**src/pg3d_pkg.sv**
```systemverilog
// Shared types and codes for the 3D gradient texture pipeline.
package pg3d_pkg;

    localparam int CFG_INDEX_W = 2;
    localparam int CFG_DATA_W  = 8;
    localparam int MODE_W      = 4;
    localparam int REP_W       = 8;

    typedef enum logic [CFG_INDEX_W-1:0] {
        CFG_MODE   = 2'd0,
        CFG_REPEAT = 2'd1,
        CFG_SMOOTH = 2'd2
    } cfg_index_t;

    typedef enum logic [2:0] {
        GRP_X      = 3'd0,
        GRP_Y      = 3'd1,
        GRP_Z      = 3'd2,
        GRP_SPHERE = 3'd3,
        GRP_CYL_X  = 3'd4,
        GRP_CYL_Y  = 3'd5,
        GRP_CYL_Z  = 3'd6,
        GRP_BOX    = 3'd7
    } grp_t;

    typedef struct packed {
        logic [MODE_W-1:0] mode;
        logic [REP_W-1:0]  rep_count;
        logic              smooth;
    } cfg_t;

endpackage

```
**src/pg3d_isqrt.sv**
```systemverilog
// Pipelined integer square root, one result bit per stage, with side data.
module pg3d_isqrt
    import pg3d_pkg::*;
#(
    parameter int FRAC_BITS = 16,
    parameter int SIDE_W    = 18
)
(
    input  logic                   clk,
    input  logic                   rst_n,
    input  logic                   advance,
    input  logic                   in_valid,
    input  logic [2*FRAC_BITS+3:0] radicand,
    input  logic [SIDE_W-1:0]      side_in,
    output logic                   out_valid,
    output logic [FRAC_BITS+1:0]   root,
    output logic [SIDE_W-1:0]      side_out
);

    localparam int NW = 2 * FRAC_BITS + 4;
    localparam int NB = FRAC_BITS + 2;
    localparam int QW = FRAC_BITS + 2;
    localparam int RW = FRAC_BITS + 4;

    logic [NW-1:0]     st_n    [0:NB-1];
    logic [RW-1:0]     st_rem  [0:NB-1];
    logic [QW-1:0]     st_root [0:NB];
    logic [SIDE_W-1:0] st_side [0:NB];
    logic              st_valid[0:NB];

    assign st_n[0]     = radicand;
    assign st_rem[0]   = '0;
    assign st_root[0]  = '0;
    assign st_side[0]  = side_in;
    assign st_valid[0] = in_valid;

    for (genvar k = 0; k < NB; k++)
    begin : g_stage
        logic [RW+1:0] cur;
        logic [RW+1:0] trial;
        logic          take;
        logic [QW-1:0]     root_reg;
        logic [SIDE_W-1:0] side_reg;
        logic              valid_reg;

        assign cur   = {st_rem[k], st_n[k][NW-1 -: 2]};
        assign trial = (RW+2)'({st_root[k], 2'b01});
        assign take  = (cur >= trial);

        always_ff @(posedge clk or negedge rst_n)
        begin
            if (!rst_n)
                valid_reg <= 1'b0;
            else if (advance)
                valid_reg <= st_valid[k];
        end

        always_ff @(posedge clk)
        begin
            if (advance)
            begin
                root_reg <= {st_root[k][QW-2:0], take};
                side_reg <= st_side[k];
            end
        end

        assign st_root[k+1]  = root_reg;
        assign st_side[k+1]  = side_reg;
        assign st_valid[k+1] = valid_reg;

        if (k < NB - 1)
        begin : g_carry
            logic [NW-1:0] n_reg;
            logic [RW-1:0] rem_reg;

            always_ff @(posedge clk)
            begin
                if (advance)
                begin
                    n_reg   <= st_n[k] << 2;
                    rem_reg <= take ? RW'(cur - trial) : RW'(cur);
                end
            end

            assign st_n[k+1]   = n_reg;
            assign st_rem[k+1] = rem_reg;
        end
    end

    assign out_valid = st_valid[NB];
    assign root      = st_root[NB];
    assign side_out  = st_side[NB];

endmodule

```
**config.mk**
```make
export PLATFORM = sky130hd
export DESIGN_NAME = pg3d_isqrt
export DESIGN_NICKNAME = d
export VERILOG_FILES = /design/src/pg3d_pkg.sv /design/src/pg3d_isqrt.sv
export SDC_FILE = /design/constraint.sdc
export NUM_CORES = 1
export LEC_CHECK = 0
export ABC_AREA = 1
export BUFFER_PORTS_ARGS = -buffer_cell sky130_fd_sc_hd__buf_2
export CAP_MARGIN = 20
export CELL_PAD_IN_SITES_DETAIL_PLACEMENT = 1
export CELL_PAD_IN_SITES_GLOBAL_PLACEMENT = 1
export CORE_MARGIN = 1
export CORE_UTILIZATION = 29
export CTS_CLUSTER_DIAMETER = 100
export CTS_CLUSTER_SIZE = 28
export DETAILED_ROUTE_END_ITERATION = 12
export PLACE_DENSITY_LB_ADDON = 0.15
export SYNTH_ARGS = -nofsm -noshare
export SYNTH_HDL_FRONTEND = slang
export SYNTH_SLANG_ARGS = --single-unit
```
**constraint.sdc**
```tcl
create_clock -name clk -period 2.7 [get_ports clk]
set_input_delay 0.135 -clock clk [delete_from_list [all_inputs] [get_ports clk]]
set_output_delay 0.135 -clock clk [all_outputs]
set_load 0.01 [all_outputs]
```
==> results.cfg <==
[synth]
syn_avg_cell_area_um2 = 10.8
syn_area_mm2 = 0.0521
synth_common_cells = nand2_1 (1,383), edfxtp_1 (1,118), inv_1 (698), nor2_1 (358), nand3_1 (240)
yosysUniqueCellTypes = 52
yosysMostFrequentCell = nand2_1
ys_seq_area_share_pct = 65.3
async_flop_share_pct = 1.58
ys.flop_type = edfxtp_1
yosysTopAreaCell = edfxtp_1
syn-instance-count = 4807
yosysTopAreaCellShare_pct = 64.4
yosysWarnings = 0
ys_ff_latch = 1136
synth_edf_count = 1118
synth_nets = 5055
synth_area_leaders = edfxtp_1 (64%), nand2_1 (10%), inv_1 (5.0%)

[layout]
largest_reg_flops = 317
area_delta_synth_final_pct = 12.5
final_layout_size_suffix_gt1_share_pct = 7.98
post-route-util_pct = 32.9
final_nets = 5305
instances_no_fill = 7445

[cts]
numCtsBuffers = 59
clkTransAtPathRegs_ps = 100
cts.htree.levels = 2
cts_tree = yes
cts_buffer_depth = 3
clkLatencyLatePin_ps = 750
cts.sinks = 1136
cts_root_buf = clkbuf_16

[critical_path]
r2r-start = g_stage[1].g_carry.rem_reg[1]$_DFFE_PP_
slowest_delay_ps = 410
rr_worst_depth = 9
reg2reg_slack_ps = 240
worstPathRequired_ps = 3190
worstSetupPathType = flop to flop
worstPathCellList = ha_1 -> a21oi_2 -> nand2_1 -> nor3_1 -> nand3_1 -> nand2_1 -> nor2_1 -> nor2_1 -> inv_1
crit_end = g_stage[2].g_carry.rem_reg[10]$_DFFE_PP_
startpoint = g_stage[1].g_carry.rem_reg[1]$_DFFE_PP_
worstPathBufferInverterCount = 1
slowest_stage = edfxtp_1
cp_top_family = simple AND/OR/NAND/NOR gates
path_depth = 9
worstSetupStartpointType = flop
reg2reg_to = g_stage[2].g_carry.rem_reg[10]$_DFFE_PP_
cp.arrival_ps = 2950
end_kind = flop
crit_fanout = 12

[drt]
ant_nets = 0
routedWlPerCell_um = 16.4
routed_wl_um = 122000
drt_iter0_markers = 1581
vias = 32676
route.met2.wl_um = 61200
first_pass_iters = 4
remaining_drc_errors = 0
met3_length_um = 2590
drt-met1-wl_um = 56400
dr.max_layer_used = met4
vias_per_cell = 4.39

[floorplanning]
coreArea_mm2 = 0.178
start_util_pct = 29.2
die_h_um = 426
row_count = 155
fp.dieW_um = 426
ios = 95
dieArea_mm2 = 0.181

[run]
drv_cap = 0

[placement]
post-dp-hpwl_um = 92600
port_buffers = 94
dpl_worst_slack_ps = -144
gp_congestion = 0.840
placed_cells = 7289

[global_routing]
grt_pass1_vias = 34100
grt-ovfl-total = 0
grt_pass1_wl_um = 193000
grt_use_total_pct = 13.5
grt_max_degree = 103
antenna_found_initial = 0

[timing]
fin_crit_sh_pct = 91.1
final-hold-violation-count = 0
worstMarginPinSlew_ps = 858
finalSetupViolCount = 0
maxSlewViolCount = 0
max_freq_mhz = 406
layout_min_cycle_time_ps = 2460
fin_ws_ps = 239
holdWs_ps = 105
rsz0062_at_grt = no
finClkSkew_ps = 48.6
slew_headroom_pct = 42.6

[power_and_ir_drop]
peakVddDrop_v = 0.000514
power.density_mw_per_mm2 = 674
p_leak_uw = 0.0243
power.total_uw = 39500

[status]
status = complete, no violations

[min_path]
hp-class = primary input to flop
min-delay-start = radicand[29]
[logic make-up after synthesis]
| group | Yosys count | share of synthesized area (%) |
|---|---|---|
| adder cells (fa/ha/maj) | 190 | 4.56 |
| other | 1 | 0.00719 |
| flip-flops | 1136 | 65.3 |
| buffers and inverters | 752 | 5.83 |
| XOR/XNOR | 149 | 2.50 |
| AO/OA/AOI/OAI | 357 | 3.87 |
| AND/OR/NAND/NOR | 2222 | 18.0 |
[where the power goes]
part	internal, uW	total [uW]	switching [uW]	leakage (uW)
clock network	4410	10700	6340	0.000956
registers	21300	22200	943	0.0110
logic	2260	6570	4300	0.0123
total	28000	39500	11600	0.0243
[placed cells by master (no fill, tap or decap), types with 22 or more instances in the layout]
cell type and count:
nand4_1 62, buf_4 53, edfxtp_1 1118, nand3b_1 32, nand2_2 30, clkbuf_16 59
xor2_1 92, buf_2 93, inv_1 698, o21ai_0 97, a21oi_2 27, nand2_1 1383
nor2_1 358, nor3_1 45, dlygate4sd3_1 60, xnor2_1 57, nand3_1 240, o21ai_1 27
buf_12 22, ha_1 190, a21oi_1 165
[routing by layer]
metal  vias up  global-route usage [%]
met5         -                       0
met2       199                    24.0
met3       107                    1.70
li1      16465                       -
met1     15905                    17.5
met4         0                    2.96
[cell type report]
cell class                 count  area [um^2]
clock inverter                33          518
inverter                     713         2690
fill                       19897       120000
clock buffer                  60         1480
tap                         2355         2950
multi-input combinational   2919        15100
antenna                        1         2.50
timing repair buffer         228         1900
sequential                  1136        34000
[what timing repair did]
action / CTS / global route
hold buffers: 60 / 0
cloned: 0 / 0
gates resized for setup: 1 / 2
endpoints found under the setup margin: 18 / 14
hold endpoints to repair: 201 / 0
setup buffers: 1 / 1
[per-stage QoR]
step | instance area, um^2 | TNS, ps
global route | 58700 | 0
floorplan | 52100 | 0
finish | 58700 | 0
global placement | 56000 | -2040
CTS | 58600 | 0
detailed placement | 56000 | -1660
[worst min path at each step]
stage / cells after the start / slack (ps) / endpoint
6_report: 2 / 110 / g_stage[0].g_carry.n_reg[31]$_DFFE_PP_
3_3_place_gp: 1 / 100 / out_valid$_DFFE_PN0P_
5_1_grt: 2 / 40 / g_stage[0].g_carry.n_reg[35]$_DFFE_PP_
2_1_floorplan: 0 / -160 / g_stage[0].valid_reg$_DFFE_PN0P_
3_5_place_dp: 1 / 100 / out_valid$_DFFE_PN0P_
4_1_cts: 2 / 0.9 / g_stage[0].side_reg[6]$_DFFE_PP_
No activity file was read; power rests on OpenSTA's default activity.
