$ cat src/pg3d_pkg.sv
// Shared types and codes for the 3D gradient texture pipeline.
package pg3d_pkg;

    localparam int CFG_INDEX_W = 2;
    localparam int CFG_DATA_W  = 8;
    localparam int MODE_W      = 4;
    localparam int REP_W       = 8;

    typedef enum logic [CFG_INDEX_W-1:0] {
        CFG_MODE   = 2'd0,
        CFG_REPEAT = 2'd1,
        CFG_SMOOTH = 2'd2
    } cfg_index_t;

    typedef enum logic [2:0] {
        GRP_X      = 3'd0,
        GRP_Y      = 3'd1,
        GRP_Z      = 3'd2,
        GRP_SPHERE = 3'd3,
        GRP_CYL_X  = 3'd4,
        GRP_CYL_Y  = 3'd5,
        GRP_CYL_Z  = 3'd6,
        GRP_BOX    = 3'd7
    } grp_t;

    typedef struct packed {
        logic [MODE_W-1:0] mode;
        logic [REP_W-1:0]  rep_count;
        logic              smooth;
    } cfg_t;

endpackage

$ cat src/pg3d_shape.sv
// Back end: repeat, mirror, clamp, smoothstep and the output register.
module pg3d_shape
    import pg3d_pkg::*;
#(
    parameter int FRAC_BITS = 16
)
(
    input  logic                 clk,
    input  logic                 rst_n,
    input  logic                 advance,
    input  cfg_t                 cfg,
    input  logic                 in_valid,
    input  logic [FRAC_BITS+1:0] root,
    input  logic [FRAC_BITS:0]   lin_value,
    input  logic                 is_radius,
    output logic                 out_valid,
    output logic [FRAC_BITS:0]   result
);

    localparam int VW = FRAC_BITS + 1;
    localparam int RW = FRAC_BITS + 2;
    localparam int MW = FRAC_BITS + 3;
    localparam int PW = FRAC_BITS + 2 + REP_W;
    localparam int SQW = 2 * FRAC_BITS + 2;
    localparam int FW = FRAC_BITS + 2;
    localparam int SMW = 2 * FRAC_BITS + 3;
    localparam logic [VW-1:0] ONE    = {1'b1, {FRAC_BITS{1'b0}}};
    localparam logic [RW-1:0] HALF   = {3'b001, {(FRAC_BITS-1){1'b0}}};
    localparam logic [MW-1:0] ONE_M  = {3'b001, {FRAC_BITS{1'b0}}};
    localparam logic [FW-1:0] THREE  = {2'b11, {FRAC_BITS{1'b0}}};

    logic [RW-1:0]  v_sel;
    logic [PW-1:0]  prod;
    logic [RW-1:0]  rep_next;
    logic [RW-1:0]  rep_reg;
    logic           va_reg;

    logic [RW-1:0]  diff;
    logic [MW-1:0]  mir;
    logic [VW-1:0]  clamp_next;
    logic [VW-1:0]  t_reg;
    logic           vb_reg;

    logic [SQW-1:0] sq;
    logic [VW-1:0]  t2_reg;
    logic [FW-1:0]  fac_reg;
    logic [VW-1:0]  tc_reg;
    logic           vc_reg;

    logic [SMW-1:0] smooth_prod;
    logic [VW-1:0]  result_reg;
    logic           vd_reg;

    assign v_sel    = is_radius ? root : RW'(lin_value);
    assign prod     = PW'(v_sel) * PW'(cfg.rep_count);
    assign rep_next = (cfg.rep_count != '0) ? RW'(prod[FRAC_BITS-1:0]) : v_sel;

    assign diff = (rep_reg >= HALF) ? (rep_reg - HALF) : (HALF - rep_reg);
    assign mir  = cfg.mode[0] ? {diff, 1'b0} : MW'(rep_reg);
    assign clamp_next = (mir > ONE_M) ? ONE : VW'(mir);

    assign sq = SQW'(t_reg) * SQW'(t_reg);

    assign smooth_prod = SMW'(t2_reg) * SMW'(fac_reg);

    always_ff @(posedge clk or negedge rst_n)
    begin
        if (!rst_n)
        begin
            va_reg <= 1'b0;
            vb_reg <= 1'b0;
            vc_reg <= 1'b0;
            vd_reg <= 1'b0;
        end
        else if (advance)
        begin
            va_reg <= in_valid;
            vb_reg <= va_reg;
            vc_reg <= vb_reg;
            vd_reg <= vc_reg;
        end
    end

    always_ff @(posedge clk)
    begin
        if (advance)
        begin
            rep_reg    <= rep_next;
            t_reg      <= clamp_next;
            t2_reg     <= sq[2*FRAC_BITS:FRAC_BITS];
            fac_reg    <= THREE - {t_reg, 1'b0};
            tc_reg     <= t_reg;
            result_reg <= cfg.smooth ? smooth_prod[2*FRAC_BITS:FRAC_BITS] : tc_reg;
        end
    end

    assign out_valid = vd_reg;
    assign result    = result_reg;

endmodule
$ cat config.mk
export PLATFORM = sky130hd
export DESIGN_NAME = pg3d_shape
export DESIGN_NICKNAME = d
export VERILOG_FILES = /design/src/pg3d_pkg.sv /design/src/pg3d_shape.sv
export SDC_FILE = /design/constraint.sdc
export NUM_CORES = 1
export LEC_CHECK = 0
export ABC_AREA = 1
export BUFFER_PORTS_ARGS = -buffer_cell sky130_fd_sc_hd__buf_4
export CAP_MARGIN = 20
export CELL_PAD_IN_SITES_DETAIL_PLACEMENT = 1
export CELL_PAD_IN_SITES_GLOBAL_PLACEMENT = 1
export CORE_UTILIZATION = 45
export CTS_CLUSTER_SIZE = 8
export DETAILED_ROUTE_END_ITERATION = 8
export GPL_TIMING_DRIVEN = 0
export PLACE_DENSITY = 0.84
export SLEW_MARGIN = 20
export SYNTH_ARGS = -nofsm -noshare
export SYNTH_HDL_FRONTEND = slang
export SYNTH_SLANG_ARGS = --single-unit
$ cat constraint.sdc
create_clock -name clk -period 6.3 [get_ports clk]
set_clock_uncertainty 0.1 [all_clocks]
set_input_delay 0.315 -clock clk [delete_from_list [all_inputs] [get_ports clk]]
set_output_delay 0.315 -clock clk [all_outputs]
set_load 0.05 [all_outputs]
==> results.sh <==
export IMPL_cts_buffers=9
export IMPL_synth_top_area_share_pct=36.3
export IMPL_syn_avg_cell_area_um2=7.88
export IMPL_fmaxAchievable_mhz=160
export IMPL_cp_cell_sequence="buf_2 -> clkbuf_4 -> nand2_1 -> inv_1 -> fa_1 -> fa_1 -> fa_1 -> fa_1 -> fa_1 -> inv_1 -> fa_1 -> inv_1 -> ha_2 -> nand2_1 -> nand2_1 -> inv_1 -> o21ai_1 -> inv_1 -> o21ai_0 -> a221oi_2 -> nand2_1 -> nand2_1 -> nand2_1"
export IMPL_maxSlewViolCount=0
export IMPL_antenna_found_initial=3
export IMPL_cp_max_fo=10
export IMPL_gp_congestion=0.947
export IMPL_viasPerCell=5.33
export IMPL_grt_overflow=0
export IMPL_htreeDepth=3
export IMPL_synth_edff_count=102
export IMPL_wl_per_cell_um=21.9
export IMPL_status="complete, no violations"
export IMPL_final_nets=4166
export IMPL_cp_data_arrival_time_ns=6.29
export IMPL_grt_max_degree=104
export IMPL_grtUsageTotal_pct=31.4
export IMPL_hold_path_class="input pin to register"
export IMPL_io_buffers=62
export IMPL_cp_end_kind="register"
export IMPL_synth_warnings=0
export IMPL_cts_tree="built"
export IMPL_core_area_um2=56700
export IMPL_synth_commonest_cells="inv_1, nand2_1, fa_1"
export IMPL_synthCells=3294
export IMPL_path_class="register to register"
export IMPL_fin_hold_ws_ns=0.0124
export IMPL_critPathTopFamily="adder cells"
export IMPL_slew_headroom_pct=23.7
export IMPL_drt_pass1_iter_count=5
export IMPL_period_share_pct=99.1
export IMPL_ys_flop_type="edfxtp_1"
export IMPL_seq_area_frac_synth_pct=12.2
export IMPL_max_stage_delay_ns=0.57
export IMPL_grt_pass1_wl_um=140000
export IMPL_netlist_top_cell_by_area="fa_1"
export IMPL_finalWorstSetupSlack_ns=0.0564
export IMPL_ys_top_cells_by_area="fa_1, inv_1, edfxtp_1"
export IMPL_drc=0
export IMPL_synth_seq_cells=106
export IMPL_dpl_cell_area_um2=27400
export IMPL_area_growth_pct=10.8
export IMPL_worst_pin_slew_ns=1.13
export IMPL_postRouteAntennaNets=0
export IMPL_dp_hpwl_um=69400
export IMPL_insertion_delay_ns=0.40
export IMPL_drive_gt1_share_pct=9.87
export IMPL_ios=71
export IMPL_drt_iter0_drc=1610
export IMPL_finalSetupViolations=0
export IMPL_fin_crit_ns=6.24
export IMPL_yosysUniqueCellTypes=53
export IMPL_wirelength_um=91500
export IMPL_final_hold_violation_count=0
export IMPL_rows=87
export IMPL_die_width_um=242
export IMPL_clock_path_buffers=2
export IMPL_synthArstFlopShare_pct=3.77
export IMPL_die_area_um2=58600
export IMPL_cts_root_buffer="clkbuf_16"
export IMPL_grt_pass1_vias=24700
export IMPL_cts_sinks=106
export IMPL_start_util_pct=45.8
export IMPL_final_area_um2=28700
export IMPL_dp_slack_ns=-1.40
export IMPL_synth_most_common_cell="inv_1"
export IMPL_die_h_um=242
export IMPL_crit_path_top_delay_cell="fa_1"
export IMPL_largest_reg_flops=18
export IMPL_vias=22200
export IMPL_syn_nets=4049
export IMPL_worstSetupStartpointType="register"
export IMPL_crit_required_ns=6.34
export IMPL_cp_num_buf_inv=7
export IMPL_synthesis_area_um2=25900
export IMPL_drv_cap=0
export IMPL_clkTransAtPathRegs_ns=0.09
per-stage QoR:
step           std cells  util, %  setup TNS [ns]
2_1_floorplan       3294        -               0
3_3_place_gp        4112     48.2          -24.61
3_5_place_dp        4112     48.3          -31.97
4_1_cts             4152     49.9               0
5_1_grt             4172     50.7          -0.539
6_report            4173     50.7               0
logic make-up (layout without fill, tap and decap cells):
group	Yosys count	in the layout	synth area share (%)
XOR/XNOR	54	54	1.82
AO/OA/AOI/OAI	230	230	5.12
flip-flops	106	106	12.2
other	0	1	0
multiplexers	1	1	0.0386
AND/OR/NAND/NOR	1117	1117	17.5
buffers and inverters	1084	1206	15.9
adder cells (fa/ha/maj)	702	702	47.5
layer usage:
metal / part of all wire, % / global-route usage (%) / vias to the layer above
met5: 0.014 / 0 / -
li1: - / - / 9833
met1: 38 / 37.1 / 11300
met4: 6.7 / 18.5 / 2
met3: 6.8 / 5.14 / 297
met2: 49 / 53.9 / 842
placed cells by master (no fill, tap or decap), drive strengths merged, types with 67 or more instances in the layout:
master,n
inv,958
nand2,788
fa,471
ha,231
buf,174
nor2,168
edfxtp,102
nand3,102
a21oi,91
o21ai,85
clkbuf,67
timing repair:
item | 4_1_cts | 5_1_grt
hold endpoints to repair | 4 | 0
hold buffers | 1 | 0
endpoints found under the setup margin | 34 | 34
buffers inserted | 60 | 22
pin swaps | 0 | 5
resized for setup | 113 | 91
cloned | 0 | 0
worst min-delay path, cell delays in order:
cell     delay, ns
buf_4         0.08
nand2_1       0.03
o21ai_0       0.05
worst paths after layout:
check / cells after the start / slack (ns) / end / from
max in group asynchronous: 2 / 5.87 / vc_reg$_DFFE_PN0P_ / rst_n
worst min register to register: 2 / 0.42 / vc_reg$_DFFE_PN0P_ / vb_reg$_DFFE_PN0P_
worst max-delay path: 23 / 0.06 / t2_reg[12]$_DFFE_PP_ / t_reg[1]$_SDFFCE_PN0P_
worst max register to register: 23 / 0.06 / t2_reg[12]$_DFFE_PP_ / t_reg[1]$_SDFFCE_PN0P_
worst min-delay path: 3 / 0.01 / va_reg$_DFFE_PN0P_ / in_valid
min in group asynchronous: 2 / 0.14 / va_reg$_DFFE_PN0P_ / rst_n
layout make-up:
cell class | instances | area, um2
Tap cell | 756 | 946
Sequential cell | 106 | 3160
Multi-Input combinational cell | 2104 | 18900
Timing Repair Buffer | 145 | 1140
Clock inverter | 7 | 91.3
Buffer | 88 | 664
Inverter | 957 | 3600
Antenna cell | 1 | 2.50
Clock buffer | 9 | 225
Fill cell | 7000 | 28000
Power is not shown: default switching activity piles up to over one toggle a cycle in this logic, so the estimate is an artifact.
