[src/pg3d_pkg.sv]
// Shared types and codes for the 3D gradient texture pipeline.
package pg3d_pkg;

    localparam int CFG_INDEX_W = 2;
    localparam int CFG_DATA_W  = 8;
    localparam int MODE_W      = 4;
    localparam int REP_W       = 8;

    typedef enum logic [CFG_INDEX_W-1:0] {
        CFG_MODE   = 2'd0,
        CFG_REPEAT = 2'd1,
        CFG_SMOOTH = 2'd2
    } cfg_index_t;

    typedef enum logic [2:0] {
        GRP_X      = 3'd0,
        GRP_Y      = 3'd1,
        GRP_Z      = 3'd2,
        GRP_SPHERE = 3'd3,
        GRP_CYL_X  = 3'd4,
        GRP_CYL_Y  = 3'd5,
        GRP_CYL_Z  = 3'd6,
        GRP_BOX    = 3'd7
    } grp_t;

    typedef struct packed {
        logic [MODE_W-1:0] mode;
        logic [REP_W-1:0]  rep_count;
        logic              smooth;
    } cfg_t;

endpackage

[src/pg3d_front.sv]
// Front end: coordinate saturation, centre offsets, squares and mode selection.
module pg3d_front
    import pg3d_pkg::*;
#(
    parameter int FRAC_BITS = 16
)
(
    input  logic                     clk,
    input  logic                     rst_n,
    input  logic                     advance,
    input  cfg_t                     cfg,
    input  logic                     in_valid,
    input  logic [FRAC_BITS:0]       coord_x,
    input  logic [FRAC_BITS:0]       coord_y,
    input  logic [FRAC_BITS:0]       coord_z,
    output logic                     out_valid,
    output logic [2*FRAC_BITS+3:0]   radicand,
    output logic [FRAC_BITS:0]       lin_value,
    output logic                     is_radius
);

    localparam int VW = FRAC_BITS + 1;
    localparam int DW = FRAC_BITS;
    localparam int QW = 2 * FRAC_BITS;
    localparam int SW = 2 * FRAC_BITS + 2;
    localparam int NW = 2 * FRAC_BITS + 4;
    localparam logic [VW-1:0] ONE  = {1'b1, {FRAC_BITS{1'b0}}};
    localparam logic [VW-1:0] HALF = {2'b01, {(FRAC_BITS-1){1'b0}}};

    logic [VW-1:0] xs, ys, zs;
    logic [DW-1:0] dx, dy, dz;

    logic [VW-1:0] x_reg, y_reg, z_reg;
    logic [DW-1:0] dx_reg, dy_reg, dz_reg;
    logic [QW-1:0] sqx_reg, sqy_reg, sqz_reg;
    logic          v1_reg;

    logic [SW-1:0] sum_next;
    logic [VW-1:0] lin_next;
    logic          rad_next;
    logic [DW-1:0] max_xy, max_xyz;

    logic [NW-1:0] radicand_reg;
    logic [VW-1:0] lin_reg;
    logic          rad_reg;
    logic          v2_reg;

    assign xs = (coord_x > ONE) ? ONE : coord_x;
    assign ys = (coord_y > ONE) ? ONE : coord_y;
    assign zs = (coord_z > ONE) ? ONE : coord_z;

    assign dx = (xs >= HALF) ? DW'(xs - HALF) : DW'(HALF - xs);
    assign dy = (ys >= HALF) ? DW'(ys - HALF) : DW'(HALF - ys);
    assign dz = (zs >= HALF) ? DW'(zs - HALF) : DW'(HALF - zs);

    always_ff @(posedge clk or negedge rst_n)
    begin
        if (!rst_n)
        begin
            v1_reg <= 1'b0;
            v2_reg <= 1'b0;
        end
        else if (advance)
        begin
            v1_reg <= in_valid;
            v2_reg <= v1_reg;
        end
    end

    always_ff @(posedge clk)
    begin
        if (advance)
        begin
            x_reg   <= xs;
            y_reg   <= ys;
            z_reg   <= zs;
            dx_reg  <= dx;
            dy_reg  <= dy;
            dz_reg  <= dz;
            sqx_reg <= QW'(dx) * QW'(dx);
            sqy_reg <= QW'(dy) * QW'(dy);
            sqz_reg <= QW'(dz) * QW'(dz);
        end
    end

    assign max_xy  = (dy_reg > dx_reg) ? dy_reg : dx_reg;
    assign max_xyz = (dz_reg > max_xy) ? dz_reg : max_xy;

    always_comb
    begin
        sum_next = '0;
        lin_next = '0;
        rad_next = 1'b0;
        unique case (grp_t'(cfg.mode[MODE_W-1:1]))
            GRP_X:      lin_next = x_reg;
            GRP_Y:      lin_next = y_reg;
            GRP_Z:      lin_next = z_reg;
            GRP_SPHERE:
            begin
                sum_next = SW'(sqx_reg) + SW'(sqy_reg) + SW'(sqz_reg);
                rad_next = 1'b1;
            end
            GRP_CYL_X:
            begin
                sum_next = SW'(sqy_reg) + SW'(sqz_reg);
                rad_next = 1'b1;
            end
            GRP_CYL_Y:
            begin
                sum_next = SW'(sqz_reg) + SW'(sqx_reg);
                rad_next = 1'b1;
            end
            GRP_CYL_Z:
            begin
                sum_next = SW'(sqx_reg) + SW'(sqy_reg);
                rad_next = 1'b1;
            end
            GRP_BOX:    lin_next = {max_xyz, 1'b0};
        endcase
    end

    always_ff @(posedge clk)
    begin
        if (advance)
        begin
            radicand_reg <= {sum_next, 2'b00};
            lin_reg      <= lin_next;
            rad_reg      <= rad_next;
        end
    end

    assign out_valid = v2_reg;
    assign radicand  = radicand_reg;
    assign lin_value = lin_reg;
    assign is_radius = rad_reg;

endmodule

[config.mk]
export PLATFORM = sky130hd
export DESIGN_NAME = pg3d_front
export DESIGN_NICKNAME = d
export VERILOG_FILES = /design/src/pg3d_pkg.sv /design/src/pg3d_front.sv
export SDC_FILE = /design/constraint.sdc
export NUM_CORES = 2
export LEC_CHECK = 0
export BUFFER_PORTS_ARGS = -buffer_cell sky130_fd_sc_hd__buf_2
export CORE_ASPECT_RATIO = 0.6
export CORE_MARGIN = 3
export CORE_UTILIZATION = 44
export DETAILED_ROUTE_END_ITERATION = 16
export PLACE_DENSITY = 0.62
export SLEW_MARGIN = 20
export SYNTH_ARGS = -nofsm -noshare
export SYNTH_HDL_FRONTEND = slang
export SYNTH_SLANG_ARGS = --single-unit
export TNS_END_PERCENT = 1
[constraint.sdc]
create_clock -name clk -period 5.68 [get_ports clk]
set_input_delay 0.284 -clock clk [delete_from_list [all_inputs] [get_ports clk]]
set_output_delay 0.284 -clock clk [all_outputs]
set_load 0.02 [all_outputs]
==> results.toml <==
[run_status]
outcome = "finished with violations"
violations = "negative setup slack"

[power]
vdd_drop_max_uv = 504
comb_power_share_pct = 81.2
swShare_pct = 48.1
p_clk_share_pct = 6.6
p_leak_nw = 22.8
net-switching-power_mw = 13.3
power-per-cell-area_nw_per_um2 = 622
p_seq_share_pct = 12.2
p_int_mw = 14.3
total_power_mw = 27.7

[finish]
drive_gt1_share_pct = 24.6
nFillCells = 7110
mostFrequentLayoutCells = "inv_1 (761), buf_4 (667), fa_1 (487)"
final_common_cell = "inv_1"
final_cell_count_no_fill = 5576
largest_reg_flops = 34
syn_to_final_growth_pct = 24.6
stdcell_area_um2 = 44500
final_nets = 5463
num_antenna_cells = 0
multiInputGateArea_um2 = 26200
regArea_um2 = 7200

[worst_setup_path]
critPathArrivalTime_ps = 7490
critPathMaxFanout = 4
crit_type = "primary input to flop"
reg2reg_depth = 22
crit_buf_inv = 10
ff2ff_setup_slack_ps = 490
cp_slowest_stage_delay_ps = 540
cp.required_ps = 6000
cpMaxStageDelayCell = "fa_1"
path_depth = 36
cpLargestDelayFamily = "adder cells"
end_kind = "flop"
critical_path.most_common_cell = "fa_1"
startpoint_type = "primary input"

[floorplan]
core_area_um2 = 80000
num_io_pins = 123
num_rows = 80
die_w_um = 374
die_area_um2 = 84700
die_h_um = 227
start_util_pct = 44.6

[sta]
fin_crit_sh_pct = 126
setup_viol = 66
finalSetupTns_ps = -59420
setup_ws_ps = -1490
layout_min_cycle_time_ps = 7170
maxSlewHeadroom_pct = 36.7
drv_slew = 0
fin_skew_ps = 15.1
rsz0062_at_grt = "yes"
tightest_slew_ps = 949
hold_viol = 0
fmaxAchievable_ghz = 0.139

[run]
max_cap_violations = 0

[global_route]
grt_pass1_vias = 28500
grt_max_degree = 125
antenna_found_initial = 6
grt_overflow = 0
grt_pass1_wl_um = 164000
grt_usage_pct = 25.1

[logic_synthesis]
synth_flop_cell = "edfxtp_1"
ys_ff_latch = 240
ys_seq_area_share_pct = 20.2
synth_edf_count = 238
synth_cell_types = 90
syn-cell-area_um2 = 35700
synth.avg_cell_area_um2 = 9.59
ys_warn_count = 0
netlist_instances = 3724
async_flop_share_pct = 0.833

[route]
viasPerCell = 5.05
drc = 0
drt_iter0_markers = 2309
dr.pass1.iters = 6
ant_nets = 0
routed_wl_um = 106000
num_vias = 28200
routedWlPerCell_um = 19.0

[hold_path]
min_path_type = "primary input to flop"
min_path_cells = 2

[clocking]
clk_path_buf_depth = 3
numCtsBuffers = 26
cts_root_buffer = "clkbuf_16"
cts_tree = "built"
worstSkewPairLatency_ps = 580
cts_max_level = 1
clk_pin_slew_ps = 70
clkSinkCount = 240

[placement]
io_buffers = 110
pre_cts_slack_ps = -2290
placedCellCount = 5494
hpwl_um = 90000
dpl_cell_area_um2 = 42500
globalplace.congestion = 0.969
[worst paths after layout]
path                                  startpoint                     end
max                                   coord_x[0]   sqx_reg[30]$_DFFE_PP_
min                                  coord_z[16]     z_reg[16]$_DFFE_PP_
max reg2reg                 sqx_reg[3]$_DFFE_PP_  radicand[33]$_DFFE_PP_
min reg2reg                out_valid$_DFFE_PN0P_   out_valid$_DFFE_PN0P_
max in group asynchronous                  rst_n   out_valid$_DFFE_PN0P_
min in group asynchronous                  rst_n      v1_reg$_DFFE_PN0P_
[routing by layer]
metal	share of wire [%]	vias up	global-route usage [%]
li1	-	13600	-
met1	49	13500	38.8
met2	38	1022	33.7
met3	11	101	8.39
met4	2.1	6	4.91
met5	0.084	-	0.610
[repair_timing]
item,4_1_cts,5_1_grt
endpoints found under the hold margin,3,0
hold buffers,3,0
setup endpoints to repair,66,70
pin swaps,66,41
gates cloned,0,0
resized for setup,114,76
buffers inserted,23,9
[power groups by stage]
stage / registers (mW) / logic, mW / clock network (mW)
final: 3.38 / 22.5 / 1.82
after global routing: 3.43 / 24.9 / 1.93
after CTS: 3.38 / 21.8 / 1.86
after detailed placement: 3.41 / 21.1 / 0
after global placement: 3.41 / 20.9 / 0
after floorplan: 3.32 / 13.6 / 0
[area by class of cell]
type	count	share of cell area, %
clock inverter	18	0.447
timing repair buffer	799	13.3
multi-input combinational	2629	58.8
inverter	795	6.76
tap	1066	3.00
clock buffer	29	1.54
sequential	240	16.2
[per-stage QoR]
| step | util, % | hold WS [ps] |
|---|---|---|
| 2_1_floorplan | - | -11.6 |
| 3_3_place_gp | 53.1 | 70.1 |
| 3_5_place_dp | 53.1 | 73.7 |
| 4_1_cts | 55.1 | 120 |
| 5_1_grt | 55.6 | 150 |
| 6_report | 55.6 | 157 |
[cells by family (layout without fill, tap and decap cells)]
logic type      count (synthesis)  in the layout  share of synthesized area [%]
flops                         240            240                           20.2
other cells                     2             36                         0.0210
mux                            70             70                           2.08
simple gates                  879            879                           11.0
fa+ha+maj                     904            904                           42.0
xor+xnor                      207            207                           5.10
compound gates                533            533                           10.2
buf+inv                       889           1641                           9.44
[synth_stat cells (9+ instances only)]
library cell / instances / area (um^2)
o21bai_1: 23 / 173
a211oi_1: 15 / 113
o21ai_0: 83 / 415
a22oi_1: 27 / 203
o31ai_1: 9 / 67.6
o21a_1: 38 / 285
a21o_1: 74 / 556
a21oi_1: 139 / 696
nand2b_1: 14 / 87.6
fa_1: 491 / 9830
or3_1: 15 / 93.8
nor2b_1: 53 / 332
and2_1: 34 / 213
clkinv_1: 12 / 45.0
clkbuf_1: 76 / 285
edfxtp_1: 238 / 7150
xor2_1: 55 / 482
mux2_2: 34 / 383
or2_2: 16 / 100
nand2_1: 313 / 1170
and3_1: 9 / 56.3
nor3_1: 50 / 250
nand4_1: 13 / 81.3
inv_1: 778 / 2920
buf_2: 10 / 50.1
o22ai_1: 10 / 62.6
a31oi_1: 12 / 75.1
nor2_1: 301 / 1130
o32ai_1: 16 / 140
xnor2_1: 151 / 1320
ha_1: 413 / 5170
mux2i_1: 36 / 360
nand3_1: 32 / 160
[worst reg2reg max path: cells and delay by family (launching register included)]
kind	cells	cell delay, ps
AO/OA/AOI/OAI	14	2670
AND/OR/NAND/NOR	4	760
adder cells (fa/ha/maj)	2	700
flip-flops	1	420
XOR/XNOR	2	360
(Power assumes the default switching activity.)
